==> config.mk <==
export PLATFORM = sky130hd
export DESIGN_NAME = wheel_speed_incremental_pid_flat
export DESIGN_NICKNAME = d
export VERILOG_FILES = /design/src/rtl/core/wspid_pkg.sv /design/src/rtl/core/wspid_if.sv /design/src/rtl/core/wspid_cfg.sv /design/src/rtl/core/wspid_mul.sv /design/src/rtl/core/wspid_seq.sv /design/src/rtl/core/wheel_speed_incremental_pid.sv /design/src/flat_wrapper.sv
export SDC_FILE = /design/constraint.sdc
export NUM_CORES = 2
export LEC_CHECK = 0
export BUFFER_PORTS_ARGS = -buffer_cell sky130_fd_sc_hd__buf_2
export CORE_MARGIN = 3
export CORE_UTILIZATION = 42
export CTS_CLUSTER_SIZE = 10
export DETAILED_ROUTE_END_ITERATION = 10
export GPL_TIMING_DRIVEN = 0
export PLACE_DENSITY = 0.55
export SYNTH_ARGS = -nofsm -noshare
export SYNTH_HDL_FRONTEND = slang
export SYNTH_SLANG_ARGS = --single-unit
==> constraint.sdc <==
create_clock -name clk -period 19.33 [get_ports clk]
set_clock_uncertainty 0.1 [all_clocks]
set_input_delay 0.9665 -clock clk [delete_from_list [all_inputs] [get_ports clk]]
set_output_delay 0.9665 -clock clk [all_outputs]
set_load 0.005 [all_outputs]
==> src/rtl/core/wspid_pkg.sv <==
// Shared types, widths and constants of the wheel speed PID controller.
`default_nettype none

package wspid_pkg;

    // Fraction bits of every speed and error value (Q.F)
    localparam int SPEED_FRAC_BITS = 8;

    // Field widths
    localparam int COUNT_W  = 16;
    localparam int TARGET_W = 16;
    localparam int SPEED_W  = 24;
    localparam int ERR_W    = 26;
    localparam int DRIVE_W  = 16;

    // Configuration register widths
    localparam int CG_W   = 16;
    localparam int SLEW_W = 10;
    localparam int CAP_W  = 10;
    localparam int GAIN_W = 16;
    localparam int CUT_W  = 12;
    localparam int LIM_W  = 15;

    localparam int CFG_IDX_W  = 3;
    localparam int CFG_DATA_W = 16;

    // Shared multiplier: signed A (a wheel count, the error or a difference of the error) by signed B
    localparam int MUL_A_W = ERR_W + 2;
    localparam int MUL_B_W = GAIN_W + 1;
    localparam int MUL_P_W = MUL_A_W + MUL_B_W;

    // PID sum holds three products
    localparam int SUM_W = MUL_P_W + 2;

    // Scaled count before saturation, room for shifts up to 4 bits
    localparam int SCALE_W = MUL_P_W + 4;

    // Slew and cap comparisons
    localparam int CMP_W = ((SPEED_W > SLEW_W + SPEED_FRAC_BITS) ?
                            SPEED_W : SLEW_W + SPEED_FRAC_BITS) + 2;

    // Error calculation before saturation
    localparam int EC_W = ((TARGET_W + SPEED_FRAC_BITS > SPEED_W) ?
                           TARGET_W + SPEED_FRAC_BITS : SPEED_W) + 2;

    localparam logic signed [SPEED_W-1:0] SPEED_MAX = {1'b0, {(SPEED_W-1){1'b1}}};
    localparam logic signed [SPEED_W-1:0] SPEED_MIN = {1'b1, {(SPEED_W-1){1'b0}}};
    localparam logic signed [ERR_W-1:0]   ERR_MAX   = {1'b0, {(ERR_W-1){1'b1}}};
    localparam logic signed [ERR_W-1:0]   ERR_MIN   = {1'b1, {(ERR_W-1){1'b0}}};

    // Configuration register indexes
    typedef enum logic [CFG_IDX_W-1:0] {
        REG_COUNT_GAIN      = 3'd0,
        REG_SLEW_LIMIT      = 3'd1,
        REG_SPEED_CAP       = 3'd2,
        REG_GAIN_P          = 3'd3,
        REG_GAIN_I          = 3'd4,
        REG_GAIN_D          = 3'd5,
        REG_INTEGRAL_CUTOFF = 3'd6,
        REG_DRIVE_LIMIT     = 3'd7
    } cfg_idx_t;

    typedef struct packed {
        logic [CG_W-1:0]   count_gain;
        logic [SLEW_W-1:0] slew_limit;
        logic [CAP_W-1:0]  speed_cap;
        logic [GAIN_W-1:0] gain_p;
        logic [GAIN_W-1:0] gain_i;
        logic [GAIN_W-1:0] gain_d;
        logic [CUT_W-1:0]  integral_cutoff;
        logic [LIM_W-1:0]  drive_limit;
    } cfg_t;

    localparam cfg_t CFG_RESET = '{
        count_gain:      16'd277,
        slew_limit:      10'd50,
        speed_cap:       10'd350,
        gain_p:          16'd1280,
        gain_i:          16'd38,
        gain_d:          16'd0,
        integral_cutoff: 12'd200,
        drive_limit:     15'd800
    };

    // Sequencer states
    typedef enum logic [3:0] {
        ST_IDLE,
        ST_MUL_L,
        ST_MUL_R,
        ST_SPD_R,
        ST_ERR,
        ST_MUL_P,
        ST_MUL_I,
        ST_MUL_D,
        ST_ACC,
        ST_DRIVE
    } state_t;

    // Operand pairs of the shared multiplier
    typedef enum logic [2:0] {
        OP_LEFT,
        OP_RIGHT,
        OP_P,
        OP_I,
        OP_D
    } opsel_t;

    // Datapath controls from the sequencer
    typedef struct packed {
        logic   load_in;
        logic   mul_en;
        opsel_t op;
        logic   spd_en;
        logic   spd_right;
        logic   err_en;
        logic   sum_load;
        logic   sum_add;
        logic   sum_cut;
        logic   commit;
    } ctrl_t;

endpackage

`default_nettype wire

==> src/rtl/core/wspid_if.sv <==
// Channel interfaces of the wheel speed PID controller: sample, result, configuration.
`default_nettype none

interface wspid_in_if
    import wspid_pkg::*;
();
    logic                       valid;
    logic                       ready;
    logic signed [COUNT_W-1:0]  left_count;
    logic signed [COUNT_W-1:0]  right_count;
    logic        [TARGET_W-1:0] target_speed;

    modport source (output valid, output left_count, output right_count,
                    output target_speed, input ready);
    modport sink   (input valid, input left_count, input right_count,
                    input target_speed, output ready);
endinterface

interface wspid_out_if
    import wspid_pkg::*;
();
    logic                      valid;
    logic                      ready;
    logic signed [DRIVE_W-1:0] drive;
    logic signed [SPEED_W-1:0] average_speed;
    logic signed [SPEED_W-1:0] left_speed;
    logic signed [SPEED_W-1:0] right_speed;

    modport source (output valid, output drive, output average_speed,
                    output left_speed, output right_speed, input ready);
    modport sink   (input valid, input drive, input average_speed,
                    input left_speed, input right_speed, output ready);
endinterface

interface wspid_cfg_if
    import wspid_pkg::*;
();
    logic                  valid;
    logic                  ready;
    logic [CFG_IDX_W-1:0]  index;
    logic [CFG_DATA_W-1:0] data;

    modport source (output valid, output index, output data, input ready);
    modport sink   (input valid, input index, input data, output ready);
endinterface

`default_nettype wire

==> src/rtl/core/wspid_cfg.sv <==
// Configuration register file of the wheel speed PID controller.
`default_nettype none

module wspid_cfg
    import wspid_pkg::*;
(
    input  logic        clk,
    input  logic        rst_n,
    wspid_cfg_if.sink   cfg,
    output cfg_t        regs
);

    cfg_t regs_reg;

    // Always take a write transfer
    assign cfg.ready = 1'b1;
    assign regs      = regs_reg;

    // Update the addressed register
    always_ff @(posedge clk or negedge rst_n)
    begin
        if (!rst_n)
        begin
            regs_reg <= CFG_RESET;
        end
        else if (cfg.valid)
        begin
            unique case (cfg_idx_t'(cfg.index))
                REG_COUNT_GAIN:      regs_reg.count_gain      <= cfg.data[CG_W-1:0];
                REG_SLEW_LIMIT:      regs_reg.slew_limit      <= cfg.data[SLEW_W-1:0];
                REG_SPEED_CAP:       regs_reg.speed_cap       <= cfg.data[CAP_W-1:0];
                REG_GAIN_P:          regs_reg.gain_p          <= cfg.data[GAIN_W-1:0];
                REG_GAIN_I:          regs_reg.gain_i          <= cfg.data[GAIN_W-1:0];
                REG_GAIN_D:          regs_reg.gain_d          <= cfg.data[GAIN_W-1:0];
                REG_INTEGRAL_CUTOFF: regs_reg.integral_cutoff <= cfg.data[CUT_W-1:0];
                REG_DRIVE_LIMIT:     regs_reg.drive_limit     <= cfg.data[LIM_W-1:0];
            endcase
        end
    end

endmodule

`default_nettype wire

==> src/rtl/core/wspid_mul.sv <==
// Shared signed multiplier with registered product.
`default_nettype none

module wspid_mul
    import wspid_pkg::*;
(
    input  logic                      clk,
    input  logic                      en,
    input  logic signed [MUL_A_W-1:0] a,
    input  logic signed [MUL_B_W-1:0] b,
    output logic signed [MUL_P_W-1:0] prod
);

    logic signed [MUL_P_W-1:0] prod_reg;

    // Capture the product when the sequencer issues an operation
    always_ff @(posedge clk)
    begin
        if (en)
        begin
            prod_reg <= a * b;
        end
    end

    assign prod = prod_reg;

endmodule

`default_nettype wire

==> src/rtl/core/wspid_seq.sv <==
// Sequencer that steps one control tick through the shared multiplier.
`default_nettype none

module wspid_seq
    import wspid_pkg::*;
(
    input  logic  clk,
    input  logic  rst_n,
    input  logic  in_valid,
    input  logic  out_busy,
    output logic  in_ready,
    output ctrl_t ctrl
);

    state_t state_reg;
    state_t state_next;

    // State register
    always_ff @(posedge clk or negedge rst_n)
    begin
        if (!rst_n)
        begin
            state_reg <= ST_IDLE;
        end
        else
        begin
            state_reg <= state_next;
        end
    end

    // Next state and datapath controls
    always_comb
    begin
        state_next = state_reg;
        in_ready   = 1'b0;
        ctrl       = '0;
        ctrl.op    = OP_LEFT;
        unique case (state_reg)
            ST_IDLE:
            begin
                in_ready = 1'b1;
                if (in_valid)
                begin
                    ctrl.load_in = 1'b1;
                    state_next   = ST_MUL_L;
                end
            end
            ST_MUL_L:
            begin
                ctrl.mul_en = 1'b1;
                ctrl.op     = OP_LEFT;
                state_next  = ST_MUL_R;
            end
            ST_MUL_R:
            begin
                ctrl.mul_en = 1'b1;
                ctrl.op     = OP_RIGHT;
                ctrl.spd_en = 1'b1;
                state_next  = ST_SPD_R;
            end
            ST_SPD_R:
            begin
                ctrl.spd_en    = 1'b1;
                ctrl.spd_right = 1'b1;
                state_next     = ST_ERR;
            end
            ST_ERR:
            begin
                ctrl.err_en = 1'b1;
                state_next  = ST_MUL_P;
            end
            ST_MUL_P:
            begin
                ctrl.mul_en = 1'b1;
                ctrl.op     = OP_P;
                state_next  = ST_MUL_I;
            end
            ST_MUL_I:
            begin
                ctrl.mul_en   = 1'b1;
                ctrl.op       = OP_I;
                ctrl.sum_load = 1'b1;
                state_next    = ST_MUL_D;
            end
            ST_MUL_D:
            begin
                ctrl.mul_en  = 1'b1;
                ctrl.op      = OP_D;
                ctrl.sum_add = 1'b1;
                ctrl.sum_cut = 1'b1;
                state_next   = ST_ACC;
            end
            ST_ACC:
            begin
                ctrl.sum_add = 1'b1;
                state_next   = ST_DRIVE;
            end
            ST_DRIVE:
            begin
                // Hold until the output register is free
                if (!out_busy)
                begin
                    ctrl.commit = 1'b1;
                    state_next  = ST_IDLE;
                end
            end
            default:
            begin
                state_next = ST_IDLE;
            end
        endcase
    end

endmodule

`default_nettype wire

==> src/rtl/core/wheel_speed_incremental_pid.sv <==
// Top level of the wheel speed incremental PID controller.
`default_nettype none

// Each control tick takes one sample transfer (left and right encoder counts and
// a target speed) and returns one result transfer (drive, average, left and right
// speeds). The block works on one tick at a time: a result is presented once the tick
// has passed through the sequencer steps, and the sample port is ready again in that
// same cycle, so the next sample transfer can follow at once. This holds provided
// the previous result has been taken by then; otherwise the tick waits in the final
// step until the output register frees up. The pace of the block is set
// by one 28x17 signed multiplier that is used five times per tick (two count
// scalings and the P, I and D products), with the speed, error and accumulation
// steps between. Configuration writes are taken in any cycle and must only be
// issued while no tick is in flight and no result is waiting.
module wheel_speed_incremental_pid
    import wspid_pkg::*;
(
    input  logic          clk,
    input  logic          rst_n,
    wspid_in_if.sink      sample,
    wspid_out_if.source   result,
    wspid_cfg_if.sink     cfg
);

    localparam int UP_SH  = (SPEED_FRAC_BITS >= 8) ? SPEED_FRAC_BITS - 8 : 0;
    localparam int DN_SH  = (SPEED_FRAC_BITS >= 8) ? 0 : 8 - SPEED_FRAC_BITS;
    localparam int INC_SH = SPEED_FRAC_BITS + 8;

    cfg_t  cfg_q;
    ctrl_t ctrl;
    logic  out_valid_reg;
    logic  out_busy;

    // Sample payload
    logic signed [COUNT_W-1:0]  left_reg;
    logic signed [COUNT_W-1:0]  right_reg;
    logic        [TARGET_W-1:0] tgt_reg;

    // Controller state
    logic signed [SPEED_W-1:0] left_prev_reg;
    logic signed [SPEED_W-1:0] right_prev_reg;
    logic signed [ERR_W-1:0]   last_err_reg;
    logic signed [ERR_W-1:0]   prior_err_reg;
    logic signed [DRIVE_W-1:0] accum_reg;

    // Per-tick working registers
    logic signed [SPEED_W-1:0] ls_reg;
    logic signed [SPEED_W-1:0] rs_reg;
    logic signed [SPEED_W-1:0] avg_reg;
    logic signed [ERR_W-1:0]   e_reg;
    logic signed [SUM_W-1:0]   sum_reg;

    // Output register
    logic signed [DRIVE_W-1:0] drive_out_reg;
    logic signed [SPEED_W-1:0] avg_out_reg;
    logic signed [SPEED_W-1:0] ls_out_reg;
    logic signed [SPEED_W-1:0] rs_out_reg;

    wspid_cfg u_cfg
    (
        .clk   (clk),
        .rst_n (rst_n),
        .cfg   (cfg),
        .regs  (cfg_q)
    );

    assign out_busy = out_valid_reg && !result.ready;

    wspid_seq u_seq
    (
        .clk      (clk),
        .rst_n    (rst_n),
        .in_valid (sample.valid),
        .out_busy (out_busy),
        .in_ready (sample.ready),
        .ctrl     (ctrl)
    );

    // Capture the sample on its transfer
    always_ff @(posedge clk)
    begin
        if (ctrl.load_in)
        begin
            left_reg  <= sample.left_count;
            right_reg <= sample.right_count;
            tgt_reg   <= sample.target_speed;
        end
    end

    // Select multiplier operands
    logic signed [COUNT_W:0]      left_neg;
    logic signed [MUL_A_W-1:0]    err_d1;
    logic signed [MUL_A_W-1:0]    err_d2;
    logic signed [MUL_A_W-1:0]    mul_a;
    logic signed [MUL_B_W-1:0]    mul_b;
    logic signed [MUL_P_W-1:0]    prod;

    assign left_neg = -((COUNT_W+1)'(left_reg));
    assign err_d1   = MUL_A_W'(e_reg) - MUL_A_W'(last_err_reg);
    assign err_d2   = MUL_A_W'(e_reg) - (MUL_A_W'(last_err_reg) <<< 1)
                    + MUL_A_W'(prior_err_reg);

    always_comb
    begin
        unique case (ctrl.op)
            OP_LEFT:
            begin
                mul_a = MUL_A_W'(left_neg);
                mul_b = MUL_B_W'(cfg_q.count_gain);
            end
            OP_RIGHT:
            begin
                mul_a = MUL_A_W'(right_reg);
                mul_b = MUL_B_W'(cfg_q.count_gain);
            end
            OP_P:
            begin
                mul_a = err_d1;
                mul_b = MUL_B_W'(cfg_q.gain_p);
            end
            OP_I:
            begin
                mul_a = MUL_A_W'(e_reg);
                mul_b = MUL_B_W'(cfg_q.gain_i);
            end
            OP_D:
            begin
                mul_a = err_d2;
                mul_b = MUL_B_W'(cfg_q.gain_d);
            end
            default:
            begin
                mul_a = '0;
                mul_b = '0;
            end
        endcase
    end

    wspid_mul u_mul
    (
        .clk  (clk),
        .en   (ctrl.mul_en),
        .a    (mul_a),
        .b    (mul_b),
        .prod (prod)
    );

    // Speed unit: scale, saturate, slew-limit and cap one wheel speed
    logic signed [SPEED_W-1:0] spd_prev;
    logic signed [SCALE_W-1:0] scaled;
    logic signed [SPEED_W-1:0] v_sat;
    logic signed [CMP_W-1:0]   pv;
    logic signed [CMP_W-1:0]   vv;
    logic signed [CMP_W-1:0]   slew;
    logic signed [CMP_W-1:0]   cap;
    logic signed [CMP_W-1:0]   w;
    logic signed [SPEED_W-1:0] spd_val;

    assign spd_prev = ctrl.spd_right ? right_prev_reg : left_prev_reg;
    assign scaled   = (SCALE_W'(prod) <<< UP_SH) >>> DN_SH;

    always_comb
    begin
        if (scaled > SCALE_W'(SPEED_MAX))
        begin
            v_sat = SPEED_MAX;
        end
        else if (scaled < SCALE_W'(SPEED_MIN))
        begin
            v_sat = SPEED_MIN;
        end
        else
        begin
            v_sat = scaled[SPEED_W-1:0];
        end

        pv   = CMP_W'(spd_prev);
        vv   = CMP_W'(v_sat);
        slew = CMP_W'(cfg_q.slew_limit) << SPEED_FRAC_BITS;
        cap  = CMP_W'(cfg_q.speed_cap) << SPEED_FRAC_BITS;

        priority if (pv - vv >= slew)
        begin
            w = pv - slew;
        end
        else if (vv - pv >= slew)
        begin
            w = pv + slew;
        end
        else
        begin
            w = vv;
        end

        if (w >= cap)
        begin
            w = cap;
        end

        if (w > CMP_W'(SPEED_MAX))
        begin
            spd_val = SPEED_MAX;
        end
        else if (w < CMP_W'(SPEED_MIN))
        begin
            spd_val = SPEED_MIN;
        end
        else
        begin
            spd_val = w[SPEED_W-1:0];
        end
    end

    always_ff @(posedge clk)
    begin
        if (ctrl.spd_en && !ctrl.spd_right)
        begin
            ls_reg <= spd_val;
        end
        if (ctrl.spd_en && ctrl.spd_right)
        begin
            rs_reg <= spd_val;
        end
    end

    // Average the speeds and form the saturated error
    logic signed [SPEED_W:0]   spd_sum;
    logic signed [SPEED_W-1:0] avg_val;
    logic signed [EC_W-1:0]    tgt_s;
    logic signed [EC_W-1:0]    e_full;
    logic signed [ERR_W-1:0]   e_val;

    assign spd_sum = (SPEED_W+1)'(ls_reg) + (SPEED_W+1)'(rs_reg);
    assign avg_val = spd_sum[SPEED_W:1];
    assign tgt_s   = EC_W'(tgt_reg) << SPEED_FRAC_BITS;
    assign e_full  = tgt_s - EC_W'(avg_val);

    always_comb
    begin
        if (e_full > EC_W'(ERR_MAX))
        begin
            e_val = ERR_MAX;
        end
        else if (e_full < EC_W'(ERR_MIN))
        begin
            e_val = ERR_MIN;
        end
        else
        begin
            e_val = e_full[ERR_W-1:0];
        end
    end

    always_ff @(posedge clk)
    begin
        if (ctrl.err_en)
        begin
            avg_reg <= avg_val;
            e_reg   <= e_val;
        end
    end

    // Accumulate the PID products, dropping the integral term at the cutoff
    logic signed [SUM_W-1:0] prod_ext;
    logic signed [SUM_W-1:0] cut;
    logic                    i_drop;
    logic signed [SUM_W-1:0] addend;

    assign prod_ext = SUM_W'(prod);
    assign cut      = SUM_W'(cfg_q.integral_cutoff) << INC_SH;
    assign i_drop   = (prod_ext >= cut) || (prod_ext <= -cut);
    assign addend   = (ctrl.sum_cut && i_drop) ? '0 : prod_ext;

    always_ff @(posedge clk)
    begin
        if (ctrl.sum_load)
        begin
            sum_reg <= prod_ext;
        end
        else if (ctrl.sum_add)
        begin
            sum_reg <= sum_reg + addend;
        end
    end

    // Truncate the increment toward zero and clamp the new drive
    logic signed [SUM_W-1:0]   rnd;
    logic signed [SUM_W-1:0]   inc;
    logic signed [SUM_W-1:0]   acc_full;
    logic signed [SUM_W-1:0]   lim;
    logic signed [SUM_W-1:0]   acc_sat;
    logic signed [DRIVE_W-1:0] drive_val;

    assign rnd      = sum_reg[SUM_W-1] ? SUM_W'({INC_SH{1'b1}}) : '0;
    assign inc      = (sum_reg + rnd) >>> INC_SH;
    assign acc_full = SUM_W'(accum_reg) + inc;
    assign lim      = SUM_W'(cfg_q.drive_limit);

    always_comb
    begin
        if (acc_full > lim)
        begin
            acc_sat = lim;
        end
        else if (acc_full < -lim)
        begin
            acc_sat = -lim;
        end
        else
        begin
            acc_sat = acc_full;
        end
    end

    assign drive_val = acc_sat[DRIVE_W-1:0];

    // Advance the controller state at the end of a tick
    always_ff @(posedge clk or negedge rst_n)
    begin
        if (!rst_n)
        begin
            left_prev_reg  <= '0;
            right_prev_reg <= '0;
            last_err_reg   <= '0;
            prior_err_reg  <= '0;
            accum_reg      <= '0;
        end
        else if (ctrl.commit)
        begin
            left_prev_reg  <= ls_reg;
            right_prev_reg <= rs_reg;
            prior_err_reg  <= last_err_reg;
            last_err_reg   <= e_reg;
            accum_reg      <= drive_val;
        end
    end

    // Output register: load on commit, drop once transferred
    always_ff @(posedge clk or negedge rst_n)
    begin
        if (!rst_n)
        begin
            out_valid_reg <= 1'b0;
        end
        else if (ctrl.commit)
        begin
            out_valid_reg <= 1'b1;
        end
        else if (result.ready)
        begin
            out_valid_reg <= 1'b0;
        end
    end

    always_ff @(posedge clk)
    begin
        if (ctrl.commit)
        begin
            drive_out_reg <= drive_val;
            avg_out_reg   <= avg_reg;
            ls_out_reg    <= ls_reg;
            rs_out_reg    <= rs_reg;
        end
    end

    assign result.valid         = out_valid_reg;
    assign result.drive         = drive_out_reg;
    assign result.average_speed = avg_out_reg;
    assign result.left_speed    = ls_out_reg;
    assign result.right_speed   = rs_out_reg;

`ifndef SYNTHESIS
    // A tick only finishes into a free output register
    a_commit_free: assert property (@(posedge clk) disable iff (!rst_n)
        ctrl.commit |-> (!out_valid_reg || result.ready))
        else $error("tick committed over an untaken result");

    // The sample port closes right after a sample transfer
    a_busy_after_take: assert property (@(posedge clk) disable iff (!rst_n)
        (sample.valid && sample.ready) |=> !sample.ready)
        else $error("sample port still open while a tick is in progress");

    // Presented average is the floored mean of the presented wheel speeds
    a_avg_match: assert property (@(posedge clk) disable iff (!rst_n)
        result.valid |-> ((((SPEED_W+1)'(result.left_speed)
                          + (SPEED_W+1)'(result.right_speed)) >>> 1)
                          == (SPEED_W+1)'(result.average_speed)))
        else $error("average speed does not match wheel speeds");
`endif

endmodule

`default_nettype wire

==> src/flat_wrapper.sv <==
// flat-port wrapper written by rule: the top's interface ports become plain ports
module wheel_speed_incremental_pid_flat import wspid_pkg::*;
  (clk, rst_n, sample_valid, sample_left_count, sample_right_count, sample_target_speed, sample_ready, result_valid, result_drive, result_average_speed, result_left_speed, result_right_speed, result_ready, cfg_valid, cfg_index, cfg_data, cfg_ready);
  wspid_in_if sample_i ();
  wspid_out_if result_i ();
  wspid_cfg_if cfg_i ();
  input  logic clk;
  input  logic rst_n;
  input wire logic [$bits(sample_i.valid)-1:0] sample_valid;
  input wire logic [$bits(sample_i.left_count)-1:0] sample_left_count;
  input wire logic [$bits(sample_i.right_count)-1:0] sample_right_count;
  input wire logic [$bits(sample_i.target_speed)-1:0] sample_target_speed;
  output wire logic [$bits(sample_i.ready)-1:0] sample_ready;
  output wire logic [$bits(result_i.valid)-1:0] result_valid;
  output wire logic [$bits(result_i.drive)-1:0] result_drive;
  output wire logic [$bits(result_i.average_speed)-1:0] result_average_speed;
  output wire logic [$bits(result_i.left_speed)-1:0] result_left_speed;
  output wire logic [$bits(result_i.right_speed)-1:0] result_right_speed;
  input wire logic [$bits(result_i.ready)-1:0] result_ready;
  input wire logic [$bits(cfg_i.valid)-1:0] cfg_valid;
  input wire logic [$bits(cfg_i.index)-1:0] cfg_index;
  input wire logic [$bits(cfg_i.data)-1:0] cfg_data;
  output wire logic [$bits(cfg_i.ready)-1:0] cfg_ready;
  assign sample_i.valid = sample_valid;
  assign sample_i.left_count = sample_left_count;
  assign sample_i.right_count = sample_right_count;
  assign sample_i.target_speed = sample_target_speed;
  assign sample_ready = sample_i.ready;
  assign result_valid = result_i.valid;
  assign result_drive = result_i.drive;
  assign result_average_speed = result_i.average_speed;
  assign result_left_speed = result_i.left_speed;
  assign result_right_speed = result_i.right_speed;
  assign result_i.ready = result_ready;
  assign cfg_i.valid = cfg_valid;
  assign cfg_i.index = cfg_index;
  assign cfg_i.data = cfg_data;
  assign cfg_ready = cfg_i.ready;
  wheel_speed_incremental_pid u_core (.clk(clk), .rst_n(rst_n), .sample(sample_i), .result(result_i), .cfg(cfg_i));
endmodule
* Word-level counts from Yosys, hierarchy flattened
Cells that the tools add are included.
** Storage, ports and cells
- Register bits after elaboration :: 558
- Output and inout bits :: 91
** Cells by class
- $add $sub $neg :: 15
- Order comparisons :: 13
- Multiply operators :: 1
- Reduce and logical (&&, ||, !) cells :: 24
- Muxes and demuxes :: 34
- Eq/ne operators :: 22
** Operator list (count)
- 47-bit two-way mux :: 3
- 28-bit case mux with 5 select lines :: 1
- 24-bit two-way mux :: 5
- 26-bit two-way mux :: 4
- 26-bit by 19-bit greater-or-equal comparator with 1-bit output :: 3
- 16-bit case mux with 4 select lines :: 1
- 24-bit by 24-bit subtractor with 25-bit output :: 2
- 16-bit two-way mux :: 3
- 47-bit by 17-bit adder with 47-bit output :: 1
- 47-bit adder :: 1
- 45-bit by 47-bit less-or-equal comparator with 1-bit output :: 1
- 32-bit by 47-bit less-than comparator with 1-bit output :: 1
- 15-bit negation with 47-bit output :: 1
- 28-bit negation with 47-bit output :: 1
- 45-bit by 29-bit greater-or-equal comparator with 1-bit output :: 1
- 45-bit by 24-bit > comparator with 1-bit output, second input constant :: 1
- 45-bit by 24-bit less-than comparator with 1-bit output, second input constant :: 1
- 28-bit by 17-bit multiplier with 45-bit output :: 1
- 4-bit case mux with 10 select lines :: 1
- 16-bit by 31-bit adder with 32-bit output :: 1
- 32-bit by 16-bit > comparator with 1-bit output :: 1
- 28-bit by 26-bit adder with 28-bit output :: 1
- 26-bit by 27-bit subtractor with 28-bit output :: 1
- 26-bit by 26-bit subtractor with 27-bit output :: 1
- 28 further kinds :: 71

* Longest topological paths before layout
- Word-level depth :: 12
- Depth in mapped cells :: 49

* By module
From an unflattened synthesis, not the netlist that was laid out.
** Second synthesis, totals
- Cells, all modules :: 5945
- Area total of the unflattened synthesis :: 56730.7 um2
** By module, submodules not included
- wheel_speed_incremental_pid :: cells each 3743, area each 34028.9 um2, times used 1
- wspid_mul :: cells each 1918, area each 18078.6 um2, times used 1
- wspid_cfg :: cells each 245, area each 4307.9 um2, times used 1
- wspid_seq :: cells each 39, area each 315.3 um2, times used 1

* Least setup slack after synthesis
Ideal clock, no wire load.
- Path type :: register to register
- Start :: reg u_core.u_seq.state_reg[3]
- End :: reg u_core.ls_reg[18] (data pin)
- Setup slack :: 9.062 ns
- Arrival :: 9.997 ns
- Stages on the path, launching flop included :: 42
- Clock period less this slack :: 10.268 ns
- Cells stage by stage :: dfrtp_1 -> clkbuf_1 -> nor3_1 -> clkbuf_1 -> clkbuf_1 -> buf_1 -> mux2_2 -> ha_1 -> clkbuf_1 -> nand3_1 -> o41ai_1 -> a21oi_1 -> inv_1 -> a21oi_1 -> xnor2_1 -> ha_1 -> and3_1 -> nand3_1 -> [... 6 more ...] -> clkbuf_1 -> nand2_1 -> clkbuf_1 -> o22ai_1 -> ha_1 -> o21a_1 -> o21a_1 -> o21a_1 -> o21a_1 -> o21a_1 -> o21a_1 -> o21bai_1 -> nand3_1 -> nor4_1 -> a31oi_1 -> o31ai_1 -> buf_2 -> a21boi_0
** On the way
- Longest elaborated chain between the ends :: 12
** Ends and longest elaborated chain
- from (decl) :: line wspid_seq.sv:15 : state_t state_reg;
- from (signal assigned) :: line wspid_seq.sv:27 : state_reg <= state_next;
- 4-bit by 2-bit equality test with 1-bit output (*) :: line wspid_seq.sv:38 : unique case (state_reg)
- 1-bit two-way mux (*) :: line wspid_seq.sv:38
- 24-bit two-way mux (*) :: line wheel_speed_incremental_pid.sv:159 : assign spd_prev = ctrl.spd_right ? right_prev_reg : left_prev_reg;
- 24-bit by 24-bit subtractor with 25-bit output :: line wheel_speed_incremental_pid.sv:186 : else if (vv - pv >= slew)
- 26-bit by 19-bit greater-or-equal comparator with 1-bit output :: line wheel_speed_incremental_pid.sv:186
- 26-bit two-way mux :: line wheel_speed_incremental_pid.sv:186
- 26-bit two-way mux (*) :: line wheel_speed_incremental_pid.sv:182 : priority if (pv - vv >= slew)
- 26-bit by 19-bit greater-or-equal comparator with 1-bit output :: line wheel_speed_incremental_pid.sv:195 : if (w >= cap)
- 26-bit two-way mux (*) :: line wheel_speed_incremental_pid.sv:195
- 26-bit by 24-bit less-than comparator with 1-bit output :: line wheel_speed_incremental_pid.sv:204 : else if (w < CMP_W'(SPEED_MIN))
- 24-bit two-way mux :: line wheel_speed_incremental_pid.sv:204
- 24-bit two-way mux (*) :: line wheel_speed_incremental_pid.sv:200 : if (w > CMP_W'(SPEED_MAX))
- via u_core.spd_val[18] :: line wheel_speed_incremental_pid.sv:157 : logic signed [SPEED_W-1:0] spd_val;
- to (signal assigned) :: line wheel_speed_incremental_pid.sv:218 : ls_reg <= spd_val;
- to (decl) :: line wheel_speed_incremental_pid.sv:47 : logic signed [SPEED_W-1:0] ls_reg;
Mark *: on every way through the listed nets, which the timed path passes. The rest lies on a longest branch.
A chain may end at the register's enable or synchronous reset.

* Worst setup path in the final report
- Start :: reg u_core.u_seq.state_reg[0]
- End :: reg u_core.ls_reg[21] (data pin)
Same word-level chain as after synthesis.

==> results.rst <==
.. list-table::
   :header-rows: 1

   * - Metric
     - Value
   * - Result of the run
     - complete, no violations
   * - Number of cells on the worst reg-to-reg path
     - 41
   * - Total setup violations reported at the end of the flow
     - 0
   * - H-tree Lvls
     - 3
   * - Ratio of cells with drive above 1 in the final layout
     - 8.14%
   * - Maximum number of pins on one net before global-route repair
     - 106
   * - Vias in the first global route
     - 44,002
   * - Longest individual stage delay on the worst path
     - 1.12 ns
   * - TritonCTS clock tree
     - yes
   * - Most used flip-flop cell after synthesis
     - sky130_fd_sc_hd__edfxtp_1
   * - Critical Path End Type
     - register
   * - Cts hold-fix bufs
     - 0
   * - Number of fill cells
     - 12,686
   * - Antenna violations before repair
     - 17
   * - Mean cell area of the mapped netlist
     - 9.36 um2
   * - Worst EP required
     - 19.71 ns
   * - Number of register bits inferred by synthesis
     - 558
   * - Critical path type
     - reg2reg
   * - Number of standard-cell rows in the floorplan
     - 132
   * - Slew at the pin closest to its max-slew limit
     - 1.46 ns
   * - Vias per inst
     - 5.53
   * - Clock latency on the worst-skew pair
     - 0.67 ns
   * - RSZ-0062 raised after global routing
     - false
   * - Setup TNS after final layout
     - 0 ns
   * - Inserted Clock Buffers
     - 72
   * - Sequential area share after synthesis
     - 28.4%
   * - Area of the multi-input gates
     - 35,600 um2
   * - Effective utilization at floorplan
     - 42.4%
   * - Clock tree sinks
     - 558
   * - Yosys warnings
     - 0
   * - Slowest cell on the critical path
     - sky130_fd_sc_hd__nor3_1
   * - Post-DR wirelength/cell
     - 21.8 um
   * - Data arrival time at the worst-slack endpoint
     - 15.35 ns
   * - Die Wd
     - 368 um
   * - Post-cts sizing count
     - 0
   * - Starting DRC count in detailed routing
     - 3,584
   * - Wire length on met1
     - 78.5 mm
   * - Area of the core region
     - 130,000 um2
   * - Count of different cell masters after synthesis
     - 98
   * - Die footprint
     - 136,000 um2
   * - Final net count
     - 7,184
   * - RR Endpoint
     - u_core.ls_reg[21]
   * - Port buffer count
     - 158
   * - Netlist area before placement
     - 55,100 um2
   * - Count of final max-slew check failures
     - 0
   * - Number of flops mapped to enable cells by yosys
     - 326
   * - Initial DRT Pass Iterations
     - 6
   * - Crit Reg-Reg Startpoint
     - u_core.u_seq.state_reg[0]
   * - DRC violations left
     - 0
   * - Length of routed met3 wiring
     - 11.2 mm
   * - Combined flip-flop and latch cell area
     - 15,600 um2
   * - Routed wl met2
     - 77.8 mm
   * - Maximum root-to-sink buffer count
     - 3
   * - Worst setup SP type
     - register
   * - HP Class
     - in2async
   * - Worst-case headroom to the max-slew limit
     - 1.90%
   * - Max-cap check violation count
     - 0
   * - Clock-pin transition on the worst setup and hold timing paths
     - 0.06 ns
   * - RD Place Congestion
     - 0.947
   * - Cell Count, Final, Fillers Out
     - 7,952
   * - Max reg flops
     - 111
   * - Total track usage
     - 25.5%
   * - Detailed-route via count
     - 43,983
   * - Peak clock frequency supported by timing
     - 66.8 MHz
   * - Number of hold violations in the final report
     - 0
   * - Post-synthesis async set-or-reset flop share
     - 41.6%
   * - Post-synth net total
     - 6,923
   * - Final ANT Viol Nets
     - 0
   * - Post-DP HPWL
     - 140 mm
   * - Count of mapped cells out of synthesis
     - 5,885
   * - CP Max Fanout
     - 33
   * - Area added between synthesis and finish
     - 10.4%
   * - Minimum clock period
     - 14.97 ns
   * - Total Routed Length
     - 173 mm
   * - Highest metal layer with signal wires
     - met5
   * - Post-CTS Setup Repair Bufs
     - 0
   * - Buffer type at the clock tree root
     - sky130_fd_sc_hd__clkbuf_16
   * - Vertical die dimension
     - 368 um
   * - Cell count after placement
     - 7,814
   * - Wire length of the first global-routing pass
     - 266 mm
   * - Total congestion overflow
     - 0
   * - Worst-case register-to-register setup slack
     - 4.36 ns
   * - Count of boundary I/O pins
     - 163
   * - Post-route clock period utilization
     - 77.4%
[cells in the final DEF, fill, tap and decap left out, types with 58 or more instances in the layout]
cell type                     n
sky130_fd_sc_hd__a21o_1     121
sky130_fd_sc_hd__o21ai_0    314
sky130_fd_sc_hd__fa_1       465
sky130_fd_sc_hd__clkbuf_1   223
sky130_fd_sc_hd__nand2_1    708
sky130_fd_sc_hd__inv_1      830
sky130_fd_sc_hd__clkbuf_16   74
sky130_fd_sc_hd__nor2_1     247
sky130_fd_sc_hd__nand4_1     58
sky130_fd_sc_hd__and2_1     164
sky130_fd_sc_hd__nor3_1      95
sky130_fd_sc_hd__dfrtp_1    208
sky130_fd_sc_hd__buf_2      162
sky130_fd_sc_hd__edfxtp_1   326
sky130_fd_sc_hd__mux2_2     121
sky130_fd_sc_hd__ha_1       501
sky130_fd_sc_hd__xor2_1      96
sky130_fd_sc_hd__a21oi_1    308
sky130_fd_sc_hd__xnor2_1    184
sky130_fd_sc_hd__nand3_1     88
[worst max-delay path: cells and delay by family (launching register included)]
kind / cells / cell delay, ns
muxes: 1 / 0.49
DFF: 1 / 0.44
AOI/OAI and AO/OA: 15 / 4.29
buffers and inverters: 8 / 3.93
and+or+nand+nor: 13 / 4.38
adders and majority gates: 3 / 0.92
xor gates and xnor gates: 1 / 0.16
[kinds of logic (layout without fill, tap and decap cells)]
logic type | Yosys count | after routing | share of synthesized area [%]
and+or+nand+nor | 1638 | 1638 | 14.0
buffers and inverters | 1038 | 1358 | 7.12
other | 1 | 6 | 0.00681
xor gates and xnor gates | 280 | 280 | 4.45
adders and majority gates | 966 | 966 | 28.3
muxes | 178 | 178 | 3.51
DFF | 558 | 558 | 28.4
AOI/OAI and AO/OA | 1226 | 1226 | 14.3
[worst max path at each step]
stage,start,to,depth (start not counted)
after floorplan,u_core.u_seq.state_reg[3],u_core.ls_reg[18],41
after global placement,u_core.u_seq.state_reg[0],u_core.rs_reg[22],41
after detailed placement,u_core.u_seq.state_reg[0],u_core.rs_reg[22],41
after CTS,u_core.u_seq.state_reg[0],u_core.ls_reg[22],41
after global routing,u_core.u_seq.state_reg[0],u_core.rs_reg[21],41
final,u_core.u_seq.state_reg[0],u_core.ls_reg[21],41
[cell usage after synthesis, types with 10 or more instances]
cell type / n / area share, %
sky130_fd_sc_hd__fa_1: 465 / 17
sky130_fd_sc_hd__o21bai_1: 28 / 0.38
sky130_fd_sc_hd__a21boi_0: 16 / 0.22
sky130_fd_sc_hd__dfrtp_1: 208 / 9.4
sky130_fd_sc_hd__a221o_1: 23 / 0.42
sky130_fd_sc_hd__clkbuf_1: 188 / 1.3
sky130_fd_sc_hd__edfxtp_1: 326 / 18
sky130_fd_sc_hd__nor3_1: 97 / 0.88
sky130_fd_sc_hd__nor4_1: 44 / 0.50
sky130_fd_sc_hd__o211ai_1: 30 / 0.41
sky130_fd_sc_hd__and2_1: 165 / 1.9
sky130_fd_sc_hd__nand2b_1: 52 / 0.59
sky130_fd_sc_hd__or4_1: 10 / 0.14
sky130_fd_sc_hd__or3_1: 21 / 0.24
sky130_fd_sc_hd__a31o_2: 10 / 0.16
sky130_fd_sc_hd__and3_1: 35 / 0.40
sky130_fd_sc_hd__o31ai_1: 34 / 0.46
sky130_fd_sc_hd__xnor2_1: 184 / 2.9
sky130_fd_sc_hd__o21ai_0: 319 / 2.9
sky130_fd_sc_hd__mux2_2: 121 / 2.5
sky130_fd_sc_hd__a22o_1: 10 / 0.16
sky130_fd_sc_hd__a221oi_1: 15 / 0.24
sky130_fd_sc_hd__inv_1: 830 / 5.7
sky130_fd_sc_hd__mux2i_1: 57 / 1.0
sky130_fd_sc_hd__a31oi_1: 57 / 0.65
sky130_fd_sc_hd__ha_1: 501 / 11
sky130_fd_sc_hd__a211oi_1: 46 / 0.63
sky130_fd_sc_hd__nand4_1: 58 / 0.66
sky130_fd_sc_hd__or2_2: 13 / 0.15
sky130_fd_sc_hd__o21a_1: 57 / 0.78
sky130_fd_sc_hd__a21o_1: 121 / 1.6
sky130_fd_sc_hd__buf_1: 14 / 0.095
sky130_fd_sc_hd__nand3_1: 88 / 0.80
sky130_fd_sc_hd__dfstp_2: 24 / 1.1
sky130_fd_sc_hd__nor2b_1: 57 / 0.65
sky130_fd_sc_hd__a211o_1: 19 / 0.30
sky130_fd_sc_hd__nand2_1: 708 / 4.8
sky130_fd_sc_hd__xor2_1: 96 / 1.5
sky130_fd_sc_hd__and4_1: 10 / 0.16
sky130_fd_sc_hd__o22ai_1: 23 / 0.26
sky130_fd_sc_hd__a21oi_1: 308 / 2.8
sky130_fd_sc_hd__nor2_1: 248 / 1.7
[layer usage]
layer	up-vias	global-route usage (%)
met5	-	0
met3	270	3.96
li1	20570	-
met4	4	7.96
met2	1296	40.3
met1	21843	36.0
[area by class of cell]
type	count	area share, %
multi-input combinational	4289	58.5
buffer	208	1.33
clock inverter	18	0.471
clock buffer	115	3.38
antenna	5	0.0206
sequential	558	25.7
timing repair buffer	187	1.86
tap	1742	3.58
inverter	830	5.12
[stage by stage]
step	cell area, um2	util [%]	hold slack [ns]	worst slack, ns
2_1_floorplan	55100	-	0.300	9.06
3_3_place_gp	58100	44.7	0.301	4.17
3_5_place_dp	58500	45.0	0.305	5.01
4_1_cts	60800	46.8	0.103	4.89
5_1_grt	60800	46.9	0.121	4.05
6_report	60800	46.9	0.123	4.36
Power is left out: the tool's default activity adds up to more than one toggle a clock period on the data nets, which glitch-free logic cannot reach.
